$ cat config.mk
export PLATFORM = sky130hd
export DESIGN_NAME = tcw_front
export DESIGN_NICKNAME = d
export VERILOG_FILES = /design/src/sv/tcw_pkg.sv /design/src/sv/tcw_front.sv
export SDC_FILE = /design/constraint.sdc
export NUM_CORES = 1
export LEC_CHECK = 0
export ABC_AREA = 1
export BUFFER_PORTS_ARGS = -buffer_cell sky130_fd_sc_hd__buf_2
export CAP_MARGIN = 25
export CORE_MARGIN = 2
export CORE_UTILIZATION = 30
export DETAILED_ROUTE_END_ITERATION = 10
export PLACE_DENSITY_LB_ADDON = 0.05
export SKIP_CTS_REPAIR_TIMING = 1
export SYNTH_ARGS = -nofsm -noshare
export SYNTH_HDL_FRONTEND = slang
export SYNTH_SLANG_ARGS = --single-unit
$ cat constraint.sdc
create_clock -name i_clk -period 2.9 [get_ports i_clk]
set_clock_uncertainty 0.05 [all_clocks]
set_input_delay 0.87 -clock i_clk [delete_from_list [all_inputs] [get_ports i_clk]]
set_output_delay 0.87 -clock i_clk [all_outputs]
set_load 0.05 [all_outputs]
$ cat src/sv/tcw_pkg.sv
package tcw_pkg;

    localparam int CELL_W = 16;

    localparam logic [7:0] CH_TAB     = 8'h09;
    localparam logic [7:0] CH_LF      = 8'h0A;
    localparam logic [7:0] CH_CR      = 8'h0D;
    localparam logic [7:0] CH_SPACE   = 8'h20;
    localparam logic [7:0] ATTR_RESET = 8'h07;
    localparam int         TAB_STOP   = 8;

    typedef enum logic [2:0] {
        OP_READ,
        OP_CR,
        OP_LF,
        OP_TAB,
        OP_PRINT
    } t_op;

    typedef struct packed {
        t_op        op;
        logic [7:0] code;
        logic [4:0] row;
        logic [6:0] col;
    } t_cmd;

    typedef enum logic [3:0] {
        ST_CLEAR,
        ST_IDLE,
        ST_DECODE,
        ST_RD_ISSUE,
        ST_RD_WAIT,
        ST_PUT,
        ST_SCROLL,
        ST_BLANK,
        ST_DONE
    } t_bstate;

endpackage

$ cat src/sv/tcw_front.sv
module tcw_front
    import tcw_pkg::*;
(
    input  logic       i_clk,
    input  logic       i_rst_n,
    input  logic       i_push,
    input  logic       i_action,
    input  logic [7:0] i_char_code,
    input  logic [4:0] i_read_row,
    input  logic [6:0] i_read_col,
    input  logic       i_hold,
    output logic       o_full,
    output logic       o_cmd_valid,
    output t_cmd       o_cmd,
    input  logic       i_cmd_pop
);

    t_cmd       r_q [2];
    logic       r_wp;
    logic       r_rp;
    logic [1:0] r_cnt;
    t_cmd       w_cmd;
    logic       w_accept;
    logic       w_take;

    always_comb begin
        w_cmd.code = i_char_code;
        w_cmd.row  = i_read_row;
        w_cmd.col  = i_read_col;
        priority if (i_action) begin
            w_cmd.op = OP_READ;
        end else if (i_char_code == CH_CR) begin
            w_cmd.op = OP_CR;
        end else if (i_char_code == CH_LF) begin
            w_cmd.op = OP_LF;
        end else if (i_char_code == CH_TAB) begin
            w_cmd.op = OP_TAB;
        end else begin
            w_cmd.op = OP_PRINT;
        end
    end

    assign o_full      = (r_cnt == 2'd2) || i_hold;
    assign w_accept    = i_push && !o_full;
    assign o_cmd_valid = (r_cnt != 2'd0);
    assign w_take      = i_cmd_pop && o_cmd_valid;
    assign o_cmd       = r_q[r_rp];

    always_ff @(posedge i_clk) begin
        if (w_accept) begin
            r_q[r_wp] <= w_cmd;
        end
    end

    always_ff @(posedge i_clk) begin
        if (!i_rst_n) begin
            r_wp  <= 1'b0;
            r_rp  <= 1'b0;
            r_cnt <= 2'd0;
        end else begin
            if (w_accept) begin
                r_wp <= ~r_wp;
            end
            if (w_take) begin
                r_rp <= ~r_rp;
            end
            unique case ({w_accept, w_take})
                2'b10:   r_cnt <= r_cnt + 2'd1;
                2'b01:   r_cnt <= r_cnt - 2'd1;
                default: r_cnt <= r_cnt;
            endcase
        end
    end

endmodule

Word level (Yosys, flattened, before mapping). Memory sizes are Yosys's and may differ from the RTL's. A register that Yosys moved wholly into a read port is not among the register bits. Cells that the tools add are included.

Equality and inequality tests: 6. Bitwise operators: 2. Multiplexer cells: 9. Reduce and logical (&&, ||, !) cells: 6. Add/subtract/negate cells: 2.

Operator list (number): $eq A8 B4 Y1 const B (3); $mux W3 (4); $eq A2 B2 Y1 const B (2); $mux W1 (4); $pmux W2 S2 (1); $reduce_bool A2 Y1 (2); $add A2 B1 Y2 const B (1); $eq A2 B1 Y1 const B (1); $logic_and A1 B1 Y1 (2); $not A1 Y1 (2); $sub A2 B1 Y2 const B (1); $logic_not A1 Y1 (1); $logic_or A1 B1 Y1 (1).

Register bits: 4. Memories kept: 1. Output and inout bits: 25. Bits in writable memories: 46. Input port bits: 26.

Memory list: r_q (depth 2, width 23, read ports 1, clocked after memory_dff 1, write ports 1, line tcw_front.sv:18) `t_cmd r_q [2];`.

Depth between registers and ports, before layout. Gate-level depths: netlist (run 1).

Depth in word-level cells: 6. Depth in mapped cells: 9. Gate-level depth less buffers: 9.

Least setup slack after synthesis (run 1). Ideal clock, no wire load.

Path kind: input to register. Start point: in i_hold. End point: mem r_q[0][0] (netlist name) (enable). Setup time: 0.403 ns. Setup slack: 0.408 ns. Arrival: 2.039 ns. Cell stages on the path: 3. Buffers on the path: 0. Cells stage by stage: inv_1 -> nand3_2 -> nor2_1.

Word-level cells in the longest chain between the ends: 5.

RTL lines: start, declared (line tcw_front.sv:11) `input logic i_hold,`; $logic_or A1 B1 Y1 (line tcw_front.sv:43) `assign o_full = (r_cnt == 2'd2) || i_hold;`; $logic_not A1 Y1 (line tcw_front.sv:44) `assign w_accept = i_push && !o_full;`; $logic_and A1 B1 Y1 (line tcw_front.sv:44); $mux W1 (line tcw_front.sv:50) `if (w_accept) begin`; $mux W1 (not written as such) (line tcw_front.sv:51) `r_q[r_wp] <= w_cmd;`; end, declared (line tcw_front.sv:18).

No other way between the ends.

==> results summary, run 1 <==
The first global-routing pass estimated 6.16 mm of wire. The count of mapped cells out of synthesis came out at 128. Clock latency on the worst-skew pair, taken at its later pin, is 0.29 ns.

The tree is rooted in a sky130_fd_sc_hd__clkbuf_8. Compared with the post-synthesis result, the final layout area differs by 23.1%. After detailed routing, the number of remaining DRC violations is 0. The via density per instance is 4.53.

The number of nets in the final layout came out at about 210. Setup repair after global routing left no endpoint under its margin. The total clock buffers created by CTS came out at 5. Entering global routing, the biggest net connects 21 pins. The number of detailed-routing iterations run before antenna repair came out at 4.

For this block, the via count after detailed routing is approximately 1200. The compound-cell area share of the yosys netlist is 1.44%. In this run the critical register-to-register path is captured at r_q[1][4]$_DFFE_PP_. The total congestion overflow after global routing came out at 0. The count of fill cells added during filler insertion is roughly 600. The number of buffers and inverters on the critical path came out at 2. The shortest clock period the worst path allows after layout is around 2.4 ns.

The core area is between 0.006 and 0.007 mm2. Data on the critical path is required at its endpoint by a little under 2 ns. The number of setup violations in the final report is 0. The number of top-level pins is 51. The initial antenna violation count is 0. The wire length per cell after detailed routing is between 10 and 15 um. Sequential cells were found to cover 74.0% of the synthesized design area. Of the post-synthesis cell area, the dominant cell type holds 69.0%. Timing would allow up to about 420 MHz. The detailed-route wire length came out at ~3.9 mm. Measured in cells, the most critical reg-to-reg path has a length of 5. The source of the worst register-to-register timing path is r_cnt[0]$_SDFFE_PN0P_. Setup slack on the worst reg-to-reg path comes out at 1.23 ns. Synthesis instantiated 19 different standard cells from the library. The path class of the tightest hold or removal check is reg -> reg. The register area came out at 0.00148 mm2. In the final layout, the share of cells above drive strength 1 is a little under half. The worst max-slew margin expressed relative to the limit came out at roughly 66%.

The global placer's final weighted congestion came out at 0.721. For this run, the slowest stage of the critical path takes 0.37 ns. The largest total area in the synthesized netlist belongs to sky130_fd_sc_hd__edfxtp_1.

CTS built an H-tree with a depth of 2. The max-cap violation count came out at 0. Data on the critical path arrives at its endpoint at 1.44 ns.

The antenna diode count came out at 0. In the post-synthesis netlist, the biggest area contributors are sky130_fd_sc_hd__edfxtp_1 (69%), sky130_fd_sc_hd__mux2_2 (13%), sky130_fd_sc_hd__dfxtp_1 (5.0%), sky130_fd_sc_hd__nand2_1 (2.6%), sky130_fd_sc_hd__nor2_1 (2.4%). The fraction of synthesized cell area in xor and xnor cells came out at less than 1%. The worst hold path depth is 2. In this run the most critical hold path is launched from r_rp$_SDFFE_PN0P_. The adder-cell share of the synthesized area came out at less than 1%.

The flow ran to the end, and the final reports show no timing, DRC or antenna violations. The pin slew with the least headroom to its limit came out at just over 0.5 ns. The die extent in x is between 80 and 90 um.

After layout, the worst path uses about 82% of the clock period. The number of nets handed over by synthesis was around 160. The number of sinks driven by the clock tree came out at 51. Clock-pin slew was measured on the worst setup and hold paths at about 0.08 ns. On the critical path, the stage with the largest delay is an instance of sky130_fd_sc_hd__mux2_2.

The number of warning messages in the yosys log came out at 0. The clock tree buffer depth is 2. The max-slew violation total from the final report is 0. The final hold violation count is 0. The starting DRC count in detailed routing is 53. For this design the ratio of total power to cell area is between 600 and 700 mW/mm2. By startpoint and endpoint, the worst setup path is classified as reg -> out.

The capturing element type of the critical path is a primary output. The signal on the critical path passes through buf_4 -> mux2_2 -> buf_2. The starting density of the core is roughly 31%. TritonCTS built the clock tree. The count of nets left with antenna violations after detail routing is 0. The fraction of synthesized area in multiplexers is about an eighth. Detailed placement ended at an HPWL of roughly 2.8 mm. The global-route usage over all layers is roughly 11%. The post-synthesis instance area is approximately 0.0020 mm2.

The total die area came out at between 0.007 and 0.008 mm2. The kind of start point of the critical path is a flop. The minimum hold slack came out at between 0.4 and 0.5 ns.

Port buffering added 50 buffers. The dominant delay contributor by cell family on the critical path is buffers and inverters. The mean post-synth cell area is roughly 16 um2. Adding up every negative setup slack in the final design gives 0 ns.

The floorplan die height came out at 85.7 um. The peak fanout along the critical path is 14. The number of global-route vias before repair is about 1300. The multi-input gate area in the final layout came out at ~460 um2.

The simple-gate area share of the yosys netlist is between 7 and 8%. The flip-flop and latch count after synthesis is 51. VDD sags by at most between 0.2 and 0.3 mV. The number of rows in the core area came out at 29. The dominant combinational cell family by area after synthesis is multiplexers. The static leakage is 0.966 nW.
[power breakdown]
part | switching [mW] | leakage, nW | internal (mW)
combinational | 0.272 | 0.457 | 0.118
clock | 0.216 | 0.0422 | 0.170
sequential | 0.0144 | 0.467 | 0.842
[through the flow]
step                      area [um2]  cells  power [mW]  worst slack [ns]  utilization, %
final                           2460    265        1.63             0.536            38.6
after global routing            2460    265        1.71             0.448            38.6
after CTS                       2460    265        1.65             0.502            38.6
after detailed placement        2380    257        1.27             0.657            37.3
after global placement          2380    257        1.26             0.673            37.3
after floorplan                 2000    128        1.17             0.408               -
[cells in the mapped netlist, drive strengths merged]
library cell / number
o21a: 1
and2: 1
nand2: 14
xnor2: 1
dfxtp: 5
a31oi: 1
o21ai: 2
nand4: 2
edfxtp: 46
mux2: 23
nor2: 13
a21oi: 1
or2: 1
inv: 11
nand3: 2
nor3: 1
ha: 1
buf: 2
[registers in the layout (all words and copies together), names as in the netlist, named ones only]
signal / flops
r_q: 46
r_cnt: 2
r_rp: 1
r_wp: 1
[logic make-up (layout without fill, tap and decap cells)]
group                    count (synthesis)  after routing
AO/OA/AOI/OAI                            5              5
XOR/XNOR                                 1              1
adder cells (fa/ha/maj)                  1              1
buffers and inverters                   13             73
flip-flops                              51             51
multiplexers                            23             23
AND/OR/NAND/NOR                         34             34
[worst max-delay path by stage]
stage          slack (ns)  startpoint                   to  depth (start not counted)
2_1_floorplan        0.41      i_hold  r_q[0][0]$_DFFE_PP_                          3
3_3_place_gp         0.67      i_hold               o_full                          4
3_5_place_dp         0.66      i_hold               o_full                          4
4_1_cts              0.50        flop            o_cmd[17]                          3
5_1_grt              0.45        flop            o_cmd[17]                          3
6_report             0.54        flop            o_cmd[17]                          3
[cell usage in the layout (no fill, tap or decap), drive strengths merged]
| master | synthesis | layout |
|---|---|---|
| buf | 2 | 54 |
| edfxtp | 46 | 46 |
| mux2 | 23 | 23 |
| nand2 | 14 | 14 |
| nor2 | 13 | 13 |
| inv | 11 | 11 |
| clkbuf | 0 | 7 |
| dfxtp | 5 | 5 |
| o21ai | 2 | 2 |
| nand4 | 2 | 2 |
| nand3 | 2 | 2 |
| o21a | 1 | 1 |
| xnor2 | 1 | 1 |
| nor3 | 1 | 1 |
| and2 | 1 | 1 |
| or2 | 1 | 1 |
| a21oi | 1 | 1 |
| a31oi | 1 | 1 |
| ha | 1 | 1 |
| clkinv | 0 | 1 |
[layer usage]
metal	GRT usage [%]	part of all wire [%]
met1	12.4	41
met2	19.9	52
met3	2.89	5.3
met4	5.63	2.0
met5	0	0
[layout make-up]
cell class	count	share of cell area [%]
clock buffers	7	3.10
clock inverters	1	0.203
inverters	11	1.68
multi-input cells	64	18.6
flip-flops and latches	51	60.1
well taps	77	3.91
repair buffers	54	12.4
[tightest hold or removal path: stages, from the launching register on]
cell                      delay (ns)
sky130_fd_sc_hd__dfxtp_1        0.34
sky130_fd_sc_hd__nor2_1         0.06
sky130_fd_sc_hd__nor2_1         0.10
Note: power is estimated with default switching activity, not from simulation.
==> run 2: changes to the inputs <==
--- a/config.mk
+++ b/config.mk
@@ -5,7 +5,7 @@
 export SDC_FILE = /design/constraint.sdc
 export NUM_CORES = 1
 export LEC_CHECK = 0
-export ABC_AREA = 1
+export ABC_AREA = 0
 export BUFFER_PORTS_ARGS = -buffer_cell sky130_fd_sc_hd__buf_2
 export CAP_MARGIN = 25
 export CORE_MARGIN = 2
==> constraint.sdc (replaced) <==
create_clock -name i_clk -period 2.2 [get_ports i_clk]
set_clock_uncertainty 0.05 [all_clocks]
set_input_delay 0.66 -clock i_clk [delete_from_list [all_inputs] [get_ports i_clk]]
set_output_delay 0.66 -clock i_clk [all_outputs]
set_load 0.05 [all_outputs]
==> run 2 against run 1 <==
  * Register-to-register slack worse by 0.90 ns
  * Sequential cell count unchanged
  * Area after synthesis down 2.8%
  * Non-clock buffer count up 3
  * Synthesized cell count down 17%
  * Wire length down 13%
  * Clock-buffer cell count down 1
  * Hold slack worse by 0.044 ns
  * Core utilization down 0.27 points
  * Final cell count down 8.3%
  * Setup slack worse by 0.44 ns
  * Critical path depth unchanged
  * Critical path type unchanged
  * Critical endpoint is now o_cmd[20]
  * Largest cell class unchanged
==> results summary, run 2 <==
The number of rows in the core area was 29 (unchanged). The wire length of the first global-routing pass came out at 5.33 mm (-13%). The maximum clock frequency is ~470 MHz. The latest clock arrival within the worst-skew pair is 0.28 ns (about the same).

The antenna diode count came to 0 (unchanged). The number of buffers inserted by port buffering is 50 (unchanged). The core utilization of the finished layout was 38.3% (-0.27 points). TritonCTS built the clock tree.

The total congestion overflow after global routing is 0 (unchanged). The worst hold path depth came out at 2 (unchanged). The post-route non-filler standard cell count came to 243 (-8.3%). The final hold violation count is 0 (unchanged). The count of mapped cells out of synthesis was 106 (-17%). The max-slew violation total from the final report came out at 0 (unchanged). The global placer's final weighted congestion is 0.649 (-9.9%). In this run the critical register-to-register path is launched from r_cnt[0]$_SDFFE_PN0P_. Sorting the synthesized cells by how often they occur yields sky130_fd_sc_hd__edfxtp_1 (46), sky130_fd_sc_hd__mux2_2 (23), sky130_fd_sc_hd__dfxtp_1 (5). STA classifies the critical path startpoint as a flop.

The static leakage is 0.889 nW (-8.0%). The flip-flop count of the largest register after layout came to 46 (unchanged). The fraction of synthesized cell area taken by the top area cell type is 71.0% (+2.0 points).

The setup slack of the critical path after layout is 0.0912 ns (-0.445 ns). The number of nets in the final layout came out at 194 (-9.3%). The endpoint with the worst hold slack is r_wp$_SDFFE_PN0P_. The setup slack at placement is 0.0133 ns (-0.644 ns). The number of sinks driven by the clock tree came out at 51 (unchanged). The tree is rooted in a sky130_fd_sc_hd__clkbuf_8.

The number of setup violations in the final report is 0 (unchanged). The starting DRC count in detailed routing was 56 (+5.7%). Setup repair after global routing left no endpoint under its margin. The post-synthesis instance area was 0.00194 mm2 (-2.8%). The maximum level of the CTS H-tree came to 2 (unchanged). The instance count after placement with tap cells included is 237 (-7.8%).

By area the synthesized netlist is led by sky130_fd_sc_hd__edfxtp_1 (71%), sky130_fd_sc_hd__mux2_2 (13%), sky130_fd_sc_hd__dfxtp_1 (5.1%), sky130_fd_sc_hd__xnor2_1 (1.4%), sky130_fd_sc_hd__nor2b_1 (0.97%). The top cell type by total area after synthesis is sky130_fd_sc_hd__edfxtp_1. The count of nets left with antenna violations after detail routing came out at 0 (unchanged). The total clock buffers created by CTS is 5 (unchanged). The synthesized net count is 133 (-14%). The most frequent standard cell in the layout excluding fill and tap cells is sky130_fd_sc_hd__buf_2. The peak fanout along the critical path was 16 (+2). The post-layout instance area is 0.00242 mm2 (-1.8%). The proportion of synthesized chip area in sequential cells is 76.2% (+2.1 points). The via density per instance came out at 4.43 (-2.2%). The detailed placer's ending HPWL came to 2.39 mm (-13%). The async set-or-reset flop fraction in the synthesized netlist is 0% (unchanged). The die extent in x came out at 84.5 um (-1.4%). The max-cap violation count came out at 0 (unchanged). r_q holds more flip-flops than any other register. The distinct cell type count after synthesis came out at 23 (+4). The endpoint identified for the worst register-to-register timing path is r_cnt[1]$_SDFFE_PN0P_. The count of fill cells added during filler insertion is 626 (+2.0%). The core area was 0.00631 mm2 (-1.1%).

In the layout the commonest cells are sky130_fd_sc_hd__buf_2 (50), sky130_fd_sc_hd__edfxtp_1 (46), sky130_fd_sc_hd__mux2_2 (23), sky130_fd_sc_hd__buf_4 (6). The critical path in this run is classified as reg -> out. The remaining design rule violation count came out at 0 (unchanged). The pin slew with the least headroom to its limit came to 0.437 ns (-0.0703 ns).

The number of global-route vias before repair was 1138 (-10%). The clock-pin slew of the registers on the worst-case setup and hold paths is 0.08 ns (about the same). The worst hold path begins at r_wp$_SDFFE_PN0P_.

The detailed-route wire length came out at 3.34 mm (-13%). The number of cells on the worst reg-to-reg path came out at 5 (unchanged). The global-route usage over all layers came out at 9.85% (-1.4 points). The endpoint arrival time on the critical path was 1.40 ns (-0.04 ns). The total die area came to 0.00714 mm2 (-2.7%). The capturing element type of the critical path is a primary output. The count of flip-flops with a built-in enable after synthesis is 46 (unchanged).

The instance area after placement is 0.00235 mm2 (-1.5%). The flip-flop and latch count after synthesis came out at 51 (unchanged). In the synthesized netlist the dominant register cell turns out to be sky130_fd_sc_hd__edfxtp_1. The total power is 2.66 mW (+63%).

The cell area power density was 1100 mW/mm2 (+66%). The shortest clock period the worst path allows after layout is between 2 and 2.5 ns. The number of warning messages in the yosys log is 0 (unchanged). The aggregate negative setup slack is 0 ns (unchanged).

In the final layout, the registers with the most flip-flops are r_q x46, r_cnt x2. The clock tree buffer depth is 2 (unchanged). The largest net degree at the start of global routing came out at 17 (-19%).

By instance count, the leading cell after synthesis is sky130_fd_sc_hd__edfxtp_1. The worst path uses 95.9% of the clock period. The path class of the tightest hold or removal check is reg -> reg.

The data required time of the critical path was 1.49 ns (-0.49 ns). The wire length per cell after detailed routing is 13.7 um (-5.5%). The minimum hold slack came out at 0.446 ns (-0.0440 ns). The floorplan die height came out at 84.5 um (-1.4%).

The starting density of the core is 30.8% (-0.53 points). The mean post-synth cell area came out at 18.3 um2 (+17%). The ratio of cells with drive above 1 in the final layout came to 53.6% (+7.9 points). The overall via count from detail_route came out at 1077 (-10%).

The register-to-register path setup slack came out at 0.33 ns (-0.90 ns). The run finished with clean final reports. The number of top-level pins was 51 (unchanged). The worst max-slew margin expressed relative to the limit came out at 70.6% (+4.5 points). The number of detailed-routing iterations run before antenna repair came out at 4 (unchanged). The initial antenna violation count is 0 (unchanged). The layout overhead on the synthesized area is 24.4%. The worst ir drop on vdd was 0.383 mV (+42%).
## run 2: where the power goes
group	switching [mW]	total (mW)	internal, mW
Clock	0.256	0.469	0.212
Sequential	0.0372	1.18	1.14
Combinational	0.679	1.01	0.334
## run 2: worst max-delay path by stage
stage,slack (ns),cells past startpoint,to,from
floorplan,-0.03,3,r_q[0][0]$_DFFE_PP_,i_hold
global placement,0.1,5,r_cnt[1]$_SDFFE_PN0P_,i_hold
detailed placement,0.01,5,r_cnt[1]$_SDFFE_PN0P_,i_hold
CTS,0.06,3,o_cmd[20],flop
global route,0.01,3,o_cmd[1],flop
finish,0.09,3,o_cmd[20],flop
## run 2: cells by family (layout without fill, tap and decap cells)
kind of cell    Yosys count  count (layout)  share of synthesized area (%)
flops                    51              51                           76.2
mux                      24              24                           13.8
simple gates             17              17                           5.02
compound gates            6               6                           2.00
buf+inv                   4              64                          0.965
xor+xnor                  3               3                           1.35
fa+ha+maj                 1               1                          0.643
## run 2: final cells by class
class	count	area, um2	area share (%)
flip-flops and latches	51	1480	61.3
multi-input cells	51	449	18.6
repair buffers	57	315	13.0
well taps	77	96.3	3.98
clock buffers	6	72.6	3.00
inverters	1	3.75	0.155
## run 2: critical path: stages (launching register included)
cell and delay [ns]:
sky130_fd_sc_hd__dfxtp_1 0.38, sky130_fd_sc_hd__buf_12 0.17, sky130_fd_sc_hd__mux2_2 0.35, sky130_fd_sc_hd__buf_2 0.21
## run 2: metal layers
metal | track usage [%] | vias up | wire (um)
met5 | 0 | - | 0
met4 | 3.46 | 0 | 45
met3 | 3.74 | 6 | 170
met2 | 17.7 | 28 | 1750
met1 | 10.6 | 524 | 1370
li1 | - | 519 | -
==> run 3: changes to the inputs <==
==> constraint.sdc (replaced) <==
create_clock -name i_clk -period 2.2 [get_ports i_clk]
set_clock_uncertainty 0.05 [all_clocks]
set_input_delay 0.22 -clock i_clk [delete_from_list [all_inputs] [get_ports i_clk]]
set_output_delay 0.22 -clock i_clk [all_outputs]
set_load 0.05 [all_outputs]
==> run 3 against run 2 <==
  * Register-to-register slack worse by 0.09 ns
  * Final cell count up 0.41%
  * Total power up 0.55%
  * Wire length increased by 3.0%
  * Core utilization is 0.18 points lower
  * Global-route usage up 0.17 points
  * Hold slack worse by 0.39 ns
  * Clock power is 7.0% higher
  * Clock-buffer cell count up 1
  * Fmax rose by 7.7%
  * First-iteration DRC count decreased by 7.1%
==> results summary, run 3 (synthesis gave the netlist of run 2 again) <==
TritonCTS built the clock tree. The root buffer cell chosen for the clock tree is sky130_fd_sc_hd__clkbuf_8. The number of sinks driven by the clock tree came to 51 (unchanged). More flip-flops sit in one register than any other, and that register is r_q. The number of nets in the final layout came out at 193 (-0.52%). By startpoint and endpoint, the worst setup path is classified as reg -> reg. The most critical setup path has its startpoint at r_cnt[0]$_SDFFE_PN0P_. The global placer's final weighted congestion came out at 0.726 (+12%).

The kind of start point of the critical path is a flop. The overall via count from detail_route came out at 1075 (-0.19%). The clock-pin slew of the registers on the worst-case setup and hold paths is 0.09 ns (about the same). The register-to-register path setup slack came out at 0.24 ns (-0.09 ns). The core utilization of the finished layout came out at 38.1% (-0.18 points). The final hold violation count came to 0 (unchanged). The count of fill cells added during filler insertion is 625 (-0.16%). The endpoint arrival time on the critical path is 2.13 ns (+0.73 ns). The total power is 2.68 mW (+0.55%). The number of detailed-routing iterations run before antenna repair was 2 (-2). The number of setup violations in the final report came to 0 (unchanged). The capturing element type of the critical path is a flop. The flow ran to the end, and the final reports show no timing, DRC or antenna violations.

The ratio of cells with drive above 1 in the final layout was 53.3% (-0.32 points). The floorplan die height came out at 84.5 um (unchanged). The largest net degree at the start of global routing is 17 (unchanged). The aggregate negative setup slack is 0 ns (unchanged). In the final layout, the registers with the most flip-flops are r_q x46, r_cnt x2.

The path class of the tightest hold or removal check is in -> reg. The detailed-route wire length came out at 3.44 mm (+3.0%). The starting density of the core is 30.8% (unchanged). The starting DRC count in detailed routing came out at 52 (-7.1%).

Setup repair after global routing left no endpoint under its margin. The shortest clock period the worst path allows after layout was 1.96 ns (-0.152 ns). The count of nets left with antenna violations after detail routing came out at 0 (unchanged). The via density per instance came out at 4.41 (-0.59%). The maximum level of the CTS H-tree came out at 2 (unchanged).

The wire length of the first global-routing pass is 5.43 mm (+1.8%). The startpoint identified for the worst register-to-register timing path is r_cnt[0]$_SDFFE_PN0P_. The initial antenna violation count is 0 (unchanged). The worst register-to-register path ends at r_cnt[1]$_SDFFE_PN0P_. The maximum clock frequency is 511 MHz (+7.7%).

The remaining design rule violation count came out at 0 (unchanged). The critical path ends at r_cnt[1]$_SDFFE_PN0P_. The global-route usage over all layers was 10.0% (+0.17 points).

The data required time of the critical path is 2.38 ns (+0.89 ns). The max-slew violation total from the final report is 0 (unchanged). The layout overhead on the synthesized area came out at 23.8%. The static leakage came to 0.887 nW (-0.27%). The number of top-level pins came out at 51 (unchanged).

The top cell types in the final layout, fill and taps aside, are sky130_fd_sc_hd__buf_2 (50), sky130_fd_sc_hd__edfxtp_1 (46), sky130_fd_sc_hd__mux2_2 (23), sky130_fd_sc_hd__buf_4 (6). The total clock buffers created by CTS was 5 (unchanged). The clock tree buffer depth came out at 2 (unchanged).

The detailed placer's ending HPWL is 2.43 mm (+1.7%). The multi-input gate area in the final layout came out at 449 um2 (unchanged). The number of buffers inserted by port buffering came out at 50 (unchanged). The flip-flop count of the largest register after layout is 46 (unchanged). The worst max-slew margin expressed relative to the limit came out at 73.5% (+2.9 points).

The number of cells on the worst reg-to-reg path is 5 (unchanged). The antenna diode count came out at 0 (unchanged). The total congestion overflow after global routing came out at 0 (unchanged). The core area is 0.00631 mm2 (unchanged). The library cell used most frequently in the layout, excluding fill and tap cells, is sky130_fd_sc_hd__buf_2. The pin slew with the least headroom to its limit came out at 0.394 ns (-0.0430 ns). The peak fanout along the critical path was 5 (-11). The cell area power density came out at 1110 mW/mm2 (+1.0%).

The number of global-route vias before repair came to 1156 (+1.6%). The latest clock arrival within the worst-skew pair came out at 0.29 ns (about the same). The max-cap violation count came to 0 (unchanged). The worst ir drop on vdd came out at 0.462 mV (+21%). The register area is 0.00148 mm2 (unchanged).

The post-layout instance area is 0.00241 mm2 (-0.47%). The die extent in x came out at 84.5 um (unchanged). The instance area after placement came out at 0.00233 mm2 (-0.85%). The total die area came out at 0.00714 mm2 (unchanged).

The wire length per cell after detailed routing is 14.1 um (+2.6%). The part of the cycle the worst path needs came out at 89.0% (-6.9 points). The number of rows in the core area came out at 29 (unchanged).
[run 3: cell types whose count changed in the layout (fill, tap and decap cells not counted), sizes merged]
cell	change
clkbuf	+1
buf	-1
clkinv	+1
[run 3: worst min path at each step]
stage                       start  slack (ns)  cells past startpoint                   to
finish              i_read_row[2]        0.05                      1  r_q[0][9]$_DFFE_PP_
CTS                 i_read_row[2]        0.05                      1  r_q[0][9]$_DFFE_PP_
detailed placement  i_read_col[2]        0.36                      1  r_q[0][2]$_DFFE_PP_
global route        i_read_row[2]        0.04                      1  r_q[0][9]$_DFFE_PP_
floorplan           i_read_col[0]        0.27                      0  r_q[0][0]$_DFFE_PP_
global placement    i_read_row[1]        0.36                      1  r_q[1][8]$_DFFE_PP_
[run 3: worst max-delay path, stage by stage (launching register included)]
cell                       delay (ns)
sky130_fd_sc_hd__dfxtp_1         0.42
sky130_fd_sc_hd__nor2b_1         0.09
sky130_fd_sc_hd__or3b_1          0.45
sky130_fd_sc_hd__ha_1            0.36
sky130_fd_sc_hd__or3_1           0.35
sky130_fd_sc_hd__a21boi_0        0.16
[run 3: power by group]
part / internal [mW] / switching (mW)
combinational: 0.314 / 0.684
sequential: 1.14 / 0.0334
clock: 0.224 / 0.279
total: 1.68 / 0.996
[run 3: layer usage]
| metal | wire, um | track usage (%) | vias up |
|---|---|---|---|
| met2 | 1850 | 18.3 | 29 |
| met3 | 164 | 3.05 | 5 |
| li1 | - | - | 521 |
| met4 | 56 | 3.90 | 0 |
| met1 | 1370 | 10.8 | 520 |
| met5 | 0 | 0 | - |
[run 3: final cells by class]
cell class / count / share of cell area (%)
Multi-Input combinational cell: 51 / 18.7
Tap cell: 77 / 4.00
Clock buffer: 7 / 3.17
Timing Repair Buffer: 56 / 12.3
Sequential cell: 51 / 61.5
Clock inverter: 1 / 0.208
Inverter: 1 / 0.156
[run 3: per-stage QoR]
stage	cells	worst slack [ns]	hold WS, ns
after global placement	236	0.337	0.359
final	244	0.243	0.0543
after floorplan	106	-0.165	0.269
after detailed placement	236	0.216	0.363
after global routing	244	0.134	0.0449
after CTS	244	0.218	0.0454
